[src/design/ptt_pkg.sv]
`timescale 1ns / 1ps
`default_nettype none
// ----------------------------------------------------------------------------
// ptt_pkg
// Shared types and codes of the periodic timer table: item kinds, result
// status codes, controller states and the controller/datapath interface.
// ----------------------------------------------------------------------------
package ptt_pkg;

  localparam int SLOT_COUNT_DEF = 64;
  localparam int RESULT_LIMIT   = 64;

  localparam logic [2:0] KIND_TICK   = 3'd0;
  localparam logic [2:0] KIND_ADD    = 3'd1;
  localparam logic [2:0] KIND_PAUSE  = 3'd2;
  localparam logic [2:0] KIND_RESUME = 3'd3;
  localparam logic [2:0] KIND_DELETE = 3'd4;

  localparam logic [2:0] STAT_FIRED     = 3'd0;
  localparam logic [2:0] STAT_ADDED     = 3'd1;
  localparam logic [2:0] STAT_FULL      = 3'd2;
  localparam logic [2:0] STAT_DONE      = 3'd3;
  localparam logic [2:0] STAT_NOT_FOUND = 3'd4;
  localparam logic [2:0] STAT_BAD_INTVL = 3'd5;

  typedef enum logic [1:0] {
    ST_IDLE,
    ST_SCAN,
    ST_DRAIN,
    ST_FLUSH
  } state_t;

  // Commands from controller to datapath
  typedef struct packed {
    logic exec;        // run an add or control word this cycle
    logic tick_start;  // advance time, clear the scan
    logic issue;       // read the slot at the scan pointer
    logic flush;       // emit the held fire word as final
  } cmd_t;

  // Status from datapath to controller
  typedef struct packed {
    logic empty;       // no slot ever claimed
    logic last_issue;  // scan pointer sits on the last claimed slot
  } sts_t;

endpackage : ptt_pkg
`default_nettype wire

[src/design/periodic_task_timer_table.sv]
`timescale 1ns / 1ps
`default_nettype none
// ----------------------------------------------------------------------------
// periodic_task_timer_table
// Table of append-only periodic timers with a seconds counter.
// ----------------------------------------------------------------------------
// Words are accepted when start is high and busy is low. Add, pause, resume
// and delete words each give a single result word on the out_ ports,
// marked by out_valid, in the cycle after acceptance, and busy stays low
// so the next word may follow at once. A tick word scans the claimed
// slots, reading one slot per cycle from the period and last-fire RAMs,
// then drains the RAM read latency and emits the final fire word. Fire
// words come out at most one per cycle with out_last set on the final one;
// a tick with nothing due gives no word. out_valid lasts exactly one cycle
// and cannot be held off, so every word must be captured when it appears.
// No memory clearing pass follows reset.
// ----------------------------------------------------------------------------
module periodic_task_timer_table #(
  parameter int SLOT_COUNT = ptt_pkg::SLOT_COUNT_DEF
) (
  input  wire logic        clk,
  input  wire logic        rst_n,
  input  wire logic        start,
  output logic             busy,
  input  wire logic [2:0]  in_kind,
  input  wire logic [30:0] in_interval_seconds,
  input  wire logic [6:0]  in_target_id,
  output logic             out_valid,
  output logic [2:0]       out_status,
  output logic [6:0]       out_task_number,
  output logic             out_last
);

  ptt_pkg::cmd_t cmd;
  ptt_pkg::sts_t sts;

  ptt_ctrl u_ctrl (
    .clk     (clk),
    .rst_n   (rst_n),
    .start   (start),
    .in_kind (in_kind),
    .sts     (sts),
    .busy    (busy),
    .cmd     (cmd)
  );

  ptt_dp #(.SLOT_COUNT(SLOT_COUNT)) u_dp (
    .clk                 (clk),
    .rst_n               (rst_n),
    .cmd                 (cmd),
    .in_kind             (in_kind),
    .in_interval_seconds (in_interval_seconds),
    .in_target_id        (in_target_id),
    .sts                 (sts),
    .out_valid           (out_valid),
    .out_status          (out_status),
    .out_task_number     (out_task_number),
    .out_last            (out_last)
  );

endmodule : periodic_task_timer_table
`default_nettype wire

[src/design/ptt_ram.sv]
`timescale 1ns / 1ps
`default_nettype none
// ----------------------------------------------------------------------------
// ptt_ram
// Simple dual-port RAM: one write port, one read port with registered data.
// ----------------------------------------------------------------------------
module ptt_ram #(
  parameter int WIDTH = 32,
  parameter int DEPTH = 64,
  localparam int AW   = (DEPTH > 1) ? $clog2(DEPTH) : 1
) (
  input  wire logic             clk,
  input  wire logic             we,
  input  wire logic [AW-1:0]    waddr,
  input  wire logic [WIDTH-1:0] wdata,
  input  wire logic             re,
  input  wire logic [AW-1:0]    raddr,
  output logic      [WIDTH-1:0] rdata
);

  logic [WIDTH-1:0] mem [DEPTH];

  always_ff @(posedge clk) begin
    if (we) begin
      mem[waddr] <= wdata;
    end
    if (re) begin
      rdata <= mem[raddr];
    end
  end

endmodule : ptt_ram
`default_nettype wire

[src/design/ptt_ctrl.sv]
`timescale 1ns / 1ps
`default_nettype none
// ----------------------------------------------------------------------------
// ptt_ctrl
// Controller of the timer table: accepts words, sequences the tick scan.
// ----------------------------------------------------------------------------
module ptt_ctrl (
  input  wire logic          clk,
  input  wire logic          rst_n,
  input  wire logic          start,
  input  wire logic [2:0]    in_kind,
  input  wire ptt_pkg::sts_t sts,
  output logic               busy,
  output ptt_pkg::cmd_t      cmd
);

  ptt_pkg::state_t state_r;
  ptt_pkg::state_t state_nxt;

  always_ff @(posedge clk) begin
    if (!rst_n) begin
      state_r <= ptt_pkg::ST_IDLE;
    end else begin
      state_r <= state_nxt;
    end
  end

  always_comb begin
    state_nxt = state_r;
    cmd       = '0;
    busy      = 1'b1;
    case (state_r)
      ptt_pkg::ST_IDLE: begin
        busy = 1'b0;
        if (start) begin
          if (in_kind == ptt_pkg::KIND_TICK) begin
            cmd.tick_start = 1'b1;
            if (!sts.empty) begin
              state_nxt = ptt_pkg::ST_SCAN;
            end
          end else begin
            cmd.exec = 1'b1;
          end
        end
      end
      ptt_pkg::ST_SCAN: begin
        cmd.issue = 1'b1;
        if (sts.last_issue) begin
          state_nxt = ptt_pkg::ST_DRAIN;
        end
      end
      // last slot is evaluated here
      ptt_pkg::ST_DRAIN: begin
        state_nxt = ptt_pkg::ST_FLUSH;
      end
      ptt_pkg::ST_FLUSH: begin
        cmd.flush = 1'b1;
        state_nxt = ptt_pkg::ST_IDLE;
      end
      default: begin
        state_nxt = ptt_pkg::ST_IDLE;
      end
    endcase
  end

endmodule : ptt_ctrl
`default_nettype wire

[src/design/ptt_dp.sv]
`timescale 1ns / 1ps
`default_nettype none
// ----------------------------------------------------------------------------
// ptt_dp
// Datapath of the timer table: time counter, slot flags, period and
// last-fire RAMs, scan pointer, fire evaluation and the result register.
// ----------------------------------------------------------------------------
module ptt_dp #(
  parameter int SLOT_COUNT = ptt_pkg::SLOT_COUNT_DEF
) (
  input  wire logic          clk,
  input  wire logic          rst_n,
  input  wire ptt_pkg::cmd_t cmd,
  input  wire logic [2:0]    in_kind,
  input  wire logic [30:0]   in_interval_seconds,
  input  wire logic [6:0]    in_target_id,
  output ptt_pkg::sts_t      sts,
  output logic               out_valid,
  output logic [2:0]         out_status,
  output logic [6:0]         out_task_number,
  output logic               out_last
);

  localparam int AW = (SLOT_COUNT > 1) ? $clog2(SLOT_COUNT) : 1;
  localparam int UW = $clog2(SLOT_COUNT + 1);
  localparam int CW = (UW > 7) ? UW : 7;
  localparam int IW = (AW + 1 > 7) ? AW + 1 : 7;

  logic [31:0]   seconds_r,   seconds_nxt;
  logic [UW-1:0] used_r,      used_nxt;
  logic          active_r [SLOT_COUNT];
  logic          active_nxt [SLOT_COUNT];
  logic          paused_r [SLOT_COUNT];
  logic          paused_nxt [SLOT_COUNT];
  logic [AW-1:0] idx_r,       idx_nxt;
  logic          rd_vld_r,    rd_vld_nxt;
  logic [AW-1:0] eval_idx_r,  eval_idx_nxt;
  logic [6:0]    fire_cnt_r,  fire_cnt_nxt;
  logic          pend_vld_r,  pend_vld_nxt;
  logic [6:0]    pend_id_r,   pend_id_nxt;
  logic          out_valid_r, out_valid_nxt;
  logic [2:0]    out_status_r, out_status_nxt;
  logic [6:0]    out_task_r,  out_task_nxt;
  logic          out_last_r,  out_last_nxt;

  logic [30:0]   per_rd;
  logic [31:0]   lf_rd;
  logic          per_we;
  logic          lf_we;
  logic [AW-1:0] lf_waddr;
  logic [AW-1:0] add_addr;

  logic [CW-1:0] tgt_ext;
  logic [CW-1:0] tgt_m1;
  logic [AW-1:0] tgt_idx;
  logic          tgt_ok;
  logic [AW-1:0] flag_idx;
  logic          act_f;
  logic          pau_f;
  logic [IW-1:0] eval_id_ext;
  logic [IW-1:0] add_id_ext;
  logic [31:0]   elapsed;
  logic          fire;
  logic          add_room;

  // -------------------- slot RAMs --------------------
  ptt_ram #(.WIDTH(31), .DEPTH(SLOT_COUNT)) u_per_ram (
    .clk   (clk),
    .we    (per_we),
    .waddr (add_addr),
    .wdata (in_interval_seconds),
    .re    (cmd.issue),
    .raddr (idx_r),
    .rdata (per_rd)
  );

  ptt_ram #(.WIDTH(32), .DEPTH(SLOT_COUNT)) u_lf_ram (
    .clk   (clk),
    .we    (lf_we),
    .waddr (lf_waddr),
    .wdata (seconds_r),
    .re    (cmd.issue),
    .raddr (idx_r),
    .rdata (lf_rd)
  );

  // -------------------- decode --------------------
  assign add_addr    = used_r[AW-1:0];
  assign add_room    = CW'(used_r) < CW'(SLOT_COUNT);
  assign tgt_ext     = CW'(in_target_id);
  assign tgt_m1      = tgt_ext - CW'(1);
  assign tgt_idx     = tgt_m1[AW-1:0];
  assign tgt_ok      = (tgt_ext != '0) && (tgt_ext <= CW'(used_r)) &&
                       (tgt_ext <= CW'(SLOT_COUNT));
  assign flag_idx    = rd_vld_r ? eval_idx_r : tgt_idx;
  assign act_f       = active_r[flag_idx];
  assign pau_f       = paused_r[flag_idx];
  assign eval_id_ext = IW'(eval_idx_r) + IW'(1);
  assign add_id_ext  = IW'(used_r) + IW'(1);

  // elapsed time wraps modulo 2^32
  assign elapsed = seconds_r - lf_rd;
  assign fire    = rd_vld_r && act_f && !pau_f && (elapsed >= {1'b0, per_rd}) &&
                   (fire_cnt_r < 7'(ptt_pkg::RESULT_LIMIT));

  assign sts.empty      = (used_r == '0);
  assign sts.last_issue = (UW'(idx_r) == used_r - UW'(1));

  always_comb begin
    seconds_nxt    = seconds_r;
    used_nxt       = used_r;
    active_nxt     = active_r;
    paused_nxt     = paused_r;
    idx_nxt        = idx_r;
    rd_vld_nxt     = cmd.issue;
    eval_idx_nxt   = idx_r;
    fire_cnt_nxt   = fire_cnt_r;
    pend_vld_nxt   = pend_vld_r;
    pend_id_nxt    = pend_id_r;
    out_valid_nxt  = 1'b0;
    out_status_nxt = out_status_r;
    out_task_nxt   = out_task_r;
    out_last_nxt   = out_last_r;
    per_we         = 1'b0;
    lf_we          = 1'b0;
    lf_waddr       = add_addr;

    if (cmd.tick_start) begin
      seconds_nxt  = seconds_r + 32'd1;
      idx_nxt      = '0;
      fire_cnt_nxt = '0;
      pend_vld_nxt = 1'b0;
    end

    if (cmd.issue) begin
      idx_nxt = idx_r + AW'(1);
    end

    // hold each fire until the next one shows it is not the final word
    if (fire) begin
      lf_we        = 1'b1;
      lf_waddr     = eval_idx_r;
      fire_cnt_nxt = fire_cnt_r + 7'd1;
      pend_vld_nxt = 1'b1;
      pend_id_nxt  = eval_id_ext[6:0];
      if (pend_vld_r) begin
        out_valid_nxt  = 1'b1;
        out_status_nxt = ptt_pkg::STAT_FIRED;
        out_task_nxt   = pend_id_r;
        out_last_nxt   = 1'b0;
      end
    end

    if (cmd.flush) begin
      pend_vld_nxt = 1'b0;
      if (pend_vld_r) begin
        out_valid_nxt  = 1'b1;
        out_status_nxt = ptt_pkg::STAT_FIRED;
        out_task_nxt   = pend_id_r;
        out_last_nxt   = 1'b1;
      end
    end

    if (cmd.exec) begin
      out_last_nxt = 1'b1;
      out_task_nxt = '0;
      if (in_kind == ptt_pkg::KIND_ADD) begin
        out_valid_nxt = 1'b1;
        if (in_interval_seconds == '0) begin
          out_status_nxt = ptt_pkg::STAT_BAD_INTVL;
        end else if (!add_room) begin
          out_status_nxt = ptt_pkg::STAT_FULL;
        end else begin
          per_we               = 1'b1;
          lf_we                = 1'b1;
          active_nxt[add_addr] = 1'b1;
          paused_nxt[add_addr] = 1'b0;
          used_nxt             = used_r + UW'(1);
          out_status_nxt       = ptt_pkg::STAT_ADDED;
          out_task_nxt         = add_id_ext[6:0];
        end
      end else if (in_kind == ptt_pkg::KIND_PAUSE || in_kind == ptt_pkg::KIND_RESUME ||
                   in_kind == ptt_pkg::KIND_DELETE) begin
        out_valid_nxt = 1'b1;
        if (!tgt_ok || !act_f) begin
          out_status_nxt = ptt_pkg::STAT_NOT_FOUND;
        end else begin
          out_status_nxt = ptt_pkg::STAT_DONE;
          out_task_nxt   = in_target_id;
          case (in_kind)
            ptt_pkg::KIND_PAUSE:  paused_nxt[tgt_idx] = 1'b1;
            ptt_pkg::KIND_RESUME: paused_nxt[tgt_idx] = 1'b0;
            default:              active_nxt[tgt_idx] = 1'b0;
          endcase
        end
      end
    end
  end

  always_ff @(posedge clk) begin
    if (!rst_n) begin
      seconds_r   <= '0;
      used_r      <= '0;
      active_r    <= '{default: 1'b0};
      paused_r    <= '{default: 1'b0};
      idx_r       <= '0;
      rd_vld_r    <= 1'b0;
      fire_cnt_r  <= '0;
      pend_vld_r  <= 1'b0;
      out_valid_r <= 1'b0;
    end else begin
      seconds_r   <= seconds_nxt;
      used_r      <= used_nxt;
      active_r    <= active_nxt;
      paused_r    <= paused_nxt;
      idx_r       <= idx_nxt;
      rd_vld_r    <= rd_vld_nxt;
      fire_cnt_r  <= fire_cnt_nxt;
      pend_vld_r  <= pend_vld_nxt;
      out_valid_r <= out_valid_nxt;
    end
  end

  always_ff @(posedge clk) begin
    eval_idx_r   <= eval_idx_nxt;
    pend_id_r    <= pend_id_nxt;
    out_status_r <= out_status_nxt;
    out_task_r   <= out_task_nxt;
    out_last_r   <= out_last_nxt;
  end

  assign out_valid       = out_valid_r;
  assign out_status      = out_status_r;
  assign out_task_number = out_task_r;
  assign out_last        = out_last_r;

  // -------------------- assertions --------------------
  a_used_bound: assert property (@(posedge clk) disable iff (!rst_n)
    CW'(used_r) <= CW'(SLOT_COUNT))
    else $error("slot count exceeds table size");

  a_tick_adv: assert property (@(posedge clk) disable iff (!rst_n)
    cmd.tick_start |=> seconds_r == $past(seconds_r) + 32'd1)
    else $error("time did not advance on tick");

  a_no_add_in_scan: assert property (@(posedge clk) disable iff (!rst_n)
    (cmd.issue || rd_vld_r) |-> !per_we)
    else $error("period write during scan");

  a_final_fire: assert property (@(posedge clk) disable iff (!rst_n)
    (out_valid_r && out_status_r == ptt_pkg::STAT_FIRED && out_last_r) |->
      $past(cmd.flush))
    else $error("final fire word not from flush");

  a_fire_limit: assert property (@(posedge clk) disable iff (!rst_n)
    fire_cnt_r <= 7'(ptt_pkg::RESULT_LIMIT))
    else $error("too many fires in one tick");

endmodule : ptt_dp
`default_nettype wire

[config.mk]
export PLATFORM = sky130hd
export DESIGN_NAME = periodic_task_timer_table
export DESIGN_NICKNAME = d
export VERILOG_FILES = /design/src/design/ptt_pkg.sv /design/src/design/periodic_task_timer_table.sv /design/src/design/ptt_ram.sv /design/src/design/ptt_ctrl.sv /design/src/design/ptt_dp.sv
export SDC_FILE = /design/constraint.sdc
export NUM_CORES = 2
export LEC_CHECK = 0
export BUFFER_PORTS_ARGS = -buffer_cell sky130_fd_sc_hd__buf_2
export CAP_MARGIN = 20
export CORE_MARGIN = 10
export CORE_UTILIZATION = 55
export DETAILED_ROUTE_END_ITERATION = 12
export PLACE_DENSITY = 0.79
export SLEW_MARGIN = 0
export SYNTH_ARGS = -nofsm -noshare
export SYNTH_HDL_FRONTEND = slang
export SYNTH_SLANG_ARGS = --single-unit
[constraint.sdc]
create_clock -name clk -period 11.3 [get_ports clk]
set_clock_uncertainty 0.15 [all_clocks]
set_input_delay 1.13 -clock clk [delete_from_list [all_inputs] [get_ports clk]]
set_output_delay 1.13 -clock clk [all_outputs]
set_load 0.005 [all_outputs]
Word level (Yosys, flattened, before mapping) --
Memories as Yosys holds them, arrays and structs flattened. A register that Yosys moved wholly into a read port is not among the register bits. Index checks and enable logic that the tools add are counted.
Storage, ports and cells: bits in latches 0, memory bits (writable) 4032, bits in registers 209, memory bits (read-only) 0, output and inout bits 13, memories kept 2
Operators by class: bitwise operators 12, add/subtract/negate cells 8, multipliers 0, shifts and indexed selects 0, $lt $le $gt $ge 10, divide/modulo/power cells 0, equal/unequal tests 16, muxes and demuxes 86, reduce and logical (&&, ||, !) cells 29
Memories:
- u_dp.u_lf_ram.mem | depth 64, width 32, rd ports 1, clocked after memory_dff 1, write ports 1, line ptt_ram.sv:21 | logic [WIDTH-1:0] mem [DEPTH];
- u_dp.u_per_ram.mem | depth 64, width 31, rd ports 1, clocked after memory_dff 1, write ports 1, line ptt_ram.sv:21
Operator list (number):
- 64-bit two-way mux | 11
- 64-bit bitwise AND | 3
- 64-bit NOT | 2
- 64-bit OR | 2
- 64-bit one-hot mux with 2 select lines | 1
- 7-bit two-way mux | 12
- 1-bit two-way mux | 37
- 32-bit by 1-bit adder with 32-bit output, second input constant | 1
- 32-bit by 31-bit >= comparator with 1-bit output | 1
- 32-bit subtractor | 1
- 31-bit logical NOT | 1
- 3-bit two-way mux | 9
- 6-bit two-way mux | 4
- 7-bit >= comparator, second input constant | 3
- 6-bit NOT with 7-bit output | 3
- 7-bit by 1-bit adder with 7-bit output, second input constant | 2
- 7-bit by 1-bit less-than comparator with 1-bit output, second input constant | 2
- 7-bit less-than comparator, second input constant | 2
- 2-bit two-way mux | 7
- 1-bit binary-select mux with 6-bit select | 2
- 1-bit demux with 6-bit select | 2
- 6-bit AND reduction | 2
- 1-bit logical AND | 8
- 2-bit by 1-bit inequality test with 1-bit output, second input constant | 4
- other kinds (25) | 39

Longest topological paths before layout --
word-level depth 17, gate-level depth with buffers 28, mapped depth without buffers 25

Cells and area by module --
From an unflattened synthesis, not the netlist that was laid out.
Unflattened totals: cells, all modules 8600, area total of the unflattened synthesis 169541.4 µm²
By module, submodules not included:
- ptt_ram (u_dp.u_lf_ram) | sequential area each 62459.9 µm², area an instance 78790.6 µm², cells an instance 3413, times used 1
- ptt_ram (u_dp.u_per_ram) | sequential area each 60508.0 µm², area an instance 76616.0 µm², cells an instance 3418, times used 1
- ptt_dp | sequential area each 4284.1 µm², area an instance 13915.8 µm², cells an instance 1745, times used 1
- ptt_ctrl | sequential area each 40.0 µm², area an instance 219.0 µm², cells an instance 24, times used 1

Least setup slack after synthesis --
OpenSTA, ideal clock, no wires.
path type register to register, from register u_dp.seconds_r[1], to memory u_dp.u_lf_ram.mem[56][0] (enable), arrival 7.542 ns, clock period less this slack 8.162 ns, data required time 10.680 ns, path slack 3.138 ns, buffers on the path 3, stages on the path, launching flop included 22, path through dfxtp_1 ha_1 nor2b_1 o21ai_0 o22ai_1 o41a_1 a21o_1 a21o_1 a21o_1 a21o_1 o311ai_0 ha_1 a21o_1 a211oi_1 o31a_1 o211ai_1 nand3b_1 o211a_1 buf_4 buf_6 buf_2 o31ai_1
On the way: longest elaborated chain between the ends 11, elaborated cells on any way between the ends 12, those cells by class add/sub (1); order compare (1); mux (8); reduce/logical (2)
Ends and longest elaborated chain:
- from (decl) | line ptt_dp.sv:29 | logic [31:0] seconds_r, seconds_nxt;
- from (signal assigned) | line ptt_dp.sv:212 | seconds_r <= seconds_nxt;
- 32-bit subtractor (*) | line ptt_dp.sv:102 | assign elapsed = seconds_r - lf_rd;
- 32-bit by 31-bit >= comparator with 1-bit output (*) | line ptt_dp.sv:103 | assign fire = rd_vld_r && act_f && !pau_f && (elapsed >= {1'b0, per_rd}) &&
- 1-bit logical AND (*) (2 in a row) | line ptt_dp.sv:103
- 1-bit two-way mux | line ptt_dp.sv:140 | if (fire) begin
- 1-bit two-way mux | line ptt_dp.sv:171 | end else if (!add_room) begin
- 1-bit two-way mux | line ptt_dp.sv:169 | if (in_interval_seconds == '0) begin
- 1-bit two-way mux | line ptt_dp.sv:167 | if (in_kind == ptt_pkg::KIND_ADD) begin
- 1-bit two-way mux | line ptt_dp.sv:164 | if (cmd.exec) begin
- 1-bit two-way mux | line ptt_ram.sv:24 | if (we) begin
- 1-bit two-way mux (not written as such) | line ptt_ram.sv:25 | mem[waddr] <= wdata;
- to (decl) | line ptt_ram.sv:21
Mark *: on every way between the ends. The rest lies on a longest branch, timed or not.

Final worst setup path --
from register u_dp.seconds_r[0], to memory u_dp.u_lf_ram.mem[30][8] (enable)
The elaborated chain is that of the path after synthesis.

==> impl_metrics.py <==
metrics = {
    "route": {
        "drt_iter0_drc": 16000,
        "route.detailed.drc": 0,
        "drtAntennaViolNets": 0,
        "detail_route.wirelength_um": 499000,
        "detailed_route_vias_per_instance": 7.23,
        "vias": 89500,
        "detail_route.first_pass.iterations": 12,
        "wire_per_inst_um": 40.3,
    },
    "power": {
        "static-leakage-power_nw": 59.5,
        "vdd_ir_drop_max_uv": 183,
        "power_density_nw_per_um2": 187,
    },
    "clock_tree": {
        "root_buffer": "sky130_fd_sc_hd__clkbuf_16",
        "clock-sinks": 4304,
        "path_clk_slew_ps": 70,
        "cts_buffers": 400,
        "cts_setup_buffers": 0,
        "cts.htree.levels": 5,
        "tritoncts": "built",
        "clk_latency_ps": 940,
        "post_cts_resized": 0,
        "cts_max_path_buffers": 4,
        "cts_hold_buffers": 0,
    },
    "sta": {
        "holdWs_ps": 319,
        "relSlewSlack": 0.161,
        "setup_repair_after_global_routing_missed_its_margin": "no",
        "setup_total_negative_slack_ps": 0,
        "layout_worst_path_cycle_share": 0.739,
        "worst_pin_slew_ps": 1250,
        "fmax_ghz": 0.120,
        "final_max_slew_viol_count": 0,
        "finalHoldViolCount": 0,
        "fin_ws_ps": 2950,
        "final_period_minus_worst_setup_slack_ps": 8350,
        "report.final.setup_viol": 0,
    },
    "synth": {
        "netlist_instances": 7667,
        "synth_enable_flop_cells": 4109,
        "synth_warnings": 0,
        "synth-async-reset-ratio": 0,
        "synth.net_count": 7794,
        "synthDistinctLibCells": 91,
        "synth_flop_cell": "sky130_fd_sc_hd__edfxtp_1",
        "yosys_register_bits": 4304,
        "synth.cell_area_um2": 169000,
        "synth_sequential_area_ratio": 0.753,
        "syn_area_per_cell_um2": 22.0,
    },
    "worst_hold_path": {
        "hold_path_class": "reg2reg",
        "hold_path_depth": 2,
    },
    "floorplan": {
        "die_w_um": 574,
        "coreArea_um2": 306000,
        "floorplan.die_area_um2": 330000,
        "initial_util": 0.553,
        "die_height_um": 574,
        "standard_cell_rows": 203,
        "io-pin-count": 57,
    },
    "run": {
        "timing.max_cap.violations": 0,
    },
    "worst_setup_path": {
        "crit_required_ps": 11670,
        "worstPathMaxFanout": 68,
        "reg2regPathDepth": 26,
        "worst_r2r_dst": "u_dp.u_lf_ram.mem[30][8]",
        "cp-start-kind": "flop",
        "cp.arrival_ps": 8720,
        "setup.reg_to_reg.worst_slack_ps": 2950,
        "crit_type": "reg2reg",
        "worst_r2r_startpoint": "u_dp.seconds_r[0]",
        "critical_path.endpoint_type": "flop",
    },
    "final_layout": {
        "layout-drive-gt1-share": 0.301,
        "area_delta_synth_final_pct": 11.8,
        "finalNetCount": 8055,
        "most_common_cell_after_layout_fill_and_taps_aside": "sky130_fd_sc_hd__edfxtp_1",
        "layout_common_cells": "4,109 x sky130_fd_sc_hd__edfxtp_1, 1,337 x sky130_fd_sc_hd__mux4_2, 407 x sky130_fd_sc_hd__clkbuf_16, 205 x sky130_fd_sc_hd__nand2_1, 198 x sky130_fd_sc_hd__buf_4",
    },
    "placed_design": {
        "placement.setup.worst_slack_ps": 3410,
        "gp_congestion": 0.919,
        "post-dp-hpwl_um": 253000,
        "portBuffers": 56,
    },
    "global_route": {
        "grt_antenna_before_repair": 48,
        "track_usage": 0.296,
        "maximum_number_of_pins_on_one_net_before_global_route_repair": 152,
        "number_of_global_route_vias_before_repair": 88600,
        "global_route_congestion_overflow_total": 0,
        "grt_pass1_wl_um": 696000,
    },
    "status": {
        "run_status": "complete, no violations",
    },
}
## worst max-delay path by stage
stage                      start                        end  slack (ps)  cells past startpoint
5_1_grt        u_dp.seconds_r[0]  u_dp.u_lf_ram.mem[58][15]        2740                     27
3_3_place_gp   u_dp.seconds_r[0]   u_dp.u_lf_ram.mem[6][24]        3380                     26
3_5_place_dp   u_dp.seconds_r[0]   u_dp.u_lf_ram.mem[6][29]        3410                     26
4_1_cts        u_dp.seconds_r[0]  u_dp.u_lf_ram.mem[19][10]        3310                     24
2_1_floorplan  u_dp.seconds_r[1]   u_dp.u_lf_ram.mem[56][0]        3140                     21
6_report       u_dp.seconds_r[0]   u_dp.u_lf_ram.mem[30][8]        2950                     26
## power breakdown
part	leakage [nW]	switching (mW)	internal, mW	total [mW]
clock network	6.33	6.11	7.57	13.7
logic	12.1	2.29	1.91	4.19
registers	41.0	0.0856	17.5	17.5
total	59.5	8.48	26.9	35.4
## layout make-up
cell class	instances	area (µm²)
antenna	18	45.0
clock buffer	476	10500
clock inverter	252	2420
fill	19200	117000
inverter	102	383
multi-input combinational	2840	40800
sequential	4304	127000
tap	4100	5130
timing repair buffer	280	2290
## critical path, cell delays in order, from the launching register on
cell and delay (ps):
sky130_fd_sc_hd__dfxtp_2 320, sky130_fd_sc_hd__buf_4 740, sky130_fd_sc_hd__inv_1 180, sky130_fd_sc_hd__ha_1 280
sky130_fd_sc_hd__inv_1 100, sky130_fd_sc_hd__fa_1 220, sky130_fd_sc_hd__a21o_1 120, sky130_fd_sc_hd__a21oi_1 110
sky130_fd_sc_hd__o21ai_0 470, sky130_fd_sc_hd__and3_1 260, sky130_fd_sc_hd__o21ai_0 110, sky130_fd_sc_hd__a21boi_0 460
sky130_fd_sc_hd__o21a_1 170, sky130_fd_sc_hd__nor2_1 50, sky130_fd_sc_hd__o21bai_1 150, sky130_fd_sc_hd__xor2_1 200
sky130_fd_sc_hd__ha_1 280, sky130_fd_sc_hd__a21o_1 160, sky130_fd_sc_hd__a21oi_1 190, sky130_fd_sc_hd__nor2_1 70
sky130_fd_sc_hd__a211oi_1 240, sky130_fd_sc_hd__o31a_1 180, sky130_fd_sc_hd__o211ai_1 80, sky130_fd_sc_hd__nand3b_1 480
sky130_fd_sc_hd__o211a_4 470, sky130_fd_sc_hd__mux2_2 650, sky130_fd_sc_hd__nor2_4 960
## metrics by stage
stage	std cells	area (µm²)	total power, mW	util
after detailed placement	11600	176000	21.9	0.575
final	12400	189000	35.4	0.618
after floorplan	7667	169000	20.8	-
after global placement	11600	176000	21.8	0.575
after global routing	12400	189000	36.1	0.618
after CTS	12300	189000	35.4	0.617
## synthesized netlist by cell type, types with 70 or more instances
| master | count | area, µm² |
|---|---|---|
| sky130_fd_sc_hd__a21oi_1 | 98 | 490 |
| sky130_fd_sc_hd__buf_1 | 93 | 349 |
| sky130_fd_sc_hd__clkbuf_1 | 294 | 1100 |
| sky130_fd_sc_hd__dfxtp_1 | 195 | 3900 |
| sky130_fd_sc_hd__edfxtp_1 | 4109 | 123000 |
| sky130_fd_sc_hd__ha_1 | 82 | 1030 |
| sky130_fd_sc_hd__inv_1 | 97 | 364 |
| sky130_fd_sc_hd__mux4_2 | 1337 | 30100 |
| sky130_fd_sc_hd__nand2_1 | 205 | 769 |
| sky130_fd_sc_hd__nand3_1 | 70 | 350 |
| sky130_fd_sc_hd__nor2_1 | 263 | 987 |
| sky130_fd_sc_hd__o21ai_0 | 122 | 611 |
## sequential cells by signal (all words and copies together), names as in the netlist, named ones only
signal	flops
u_dp.u_per_ram.rdata	31
u_dp.eval_idx_nxt	6
u_dp.u_lf_ram.rdata	32
u_dp.pend_id_r	7
u_dp.eval_idx_r	6
u_dp.seconds_r	32
u_dp.u_per_ram.mem	1984
u_dp.active_r	64
u_dp.u_lf_ram.mem	2048
u_ctrl.state_r	2
u_dp.pend_vld_r	1
u_dp.out_valid	1
u_dp.used_r	7
u_dp.fire_cnt_r	7
u_dp.out_status	3
u_dp.rd_vld_r	1
## logic make-up after synthesis
logic type	count (synthesis)	synth area share
AO/OA/AOI/OAI	534	0.0221
XOR/XNOR	79	0.00414
adder cells (fa/ha/maj)	83	0.00619
buffers and inverters	523	0.0122
flip-flops	4304	0.753
multiplexers	1375	0.181
AND/OR/NAND/NOR	769	0.0212
## routing by layer
metal | vias to the layer above | global-route usage | share of wire
met5 | - | 0.00129 | 0.00047
met4 | 28 | 0.144 | 0.061
met3 | 1608 | 0.0973 | 0.14
met2 | 8425 | 0.455 | 0.47
met1 | 46400 | 0.385 | 0.33
li1 | 33000 | - | -
(Power assumes the default switching activity.)
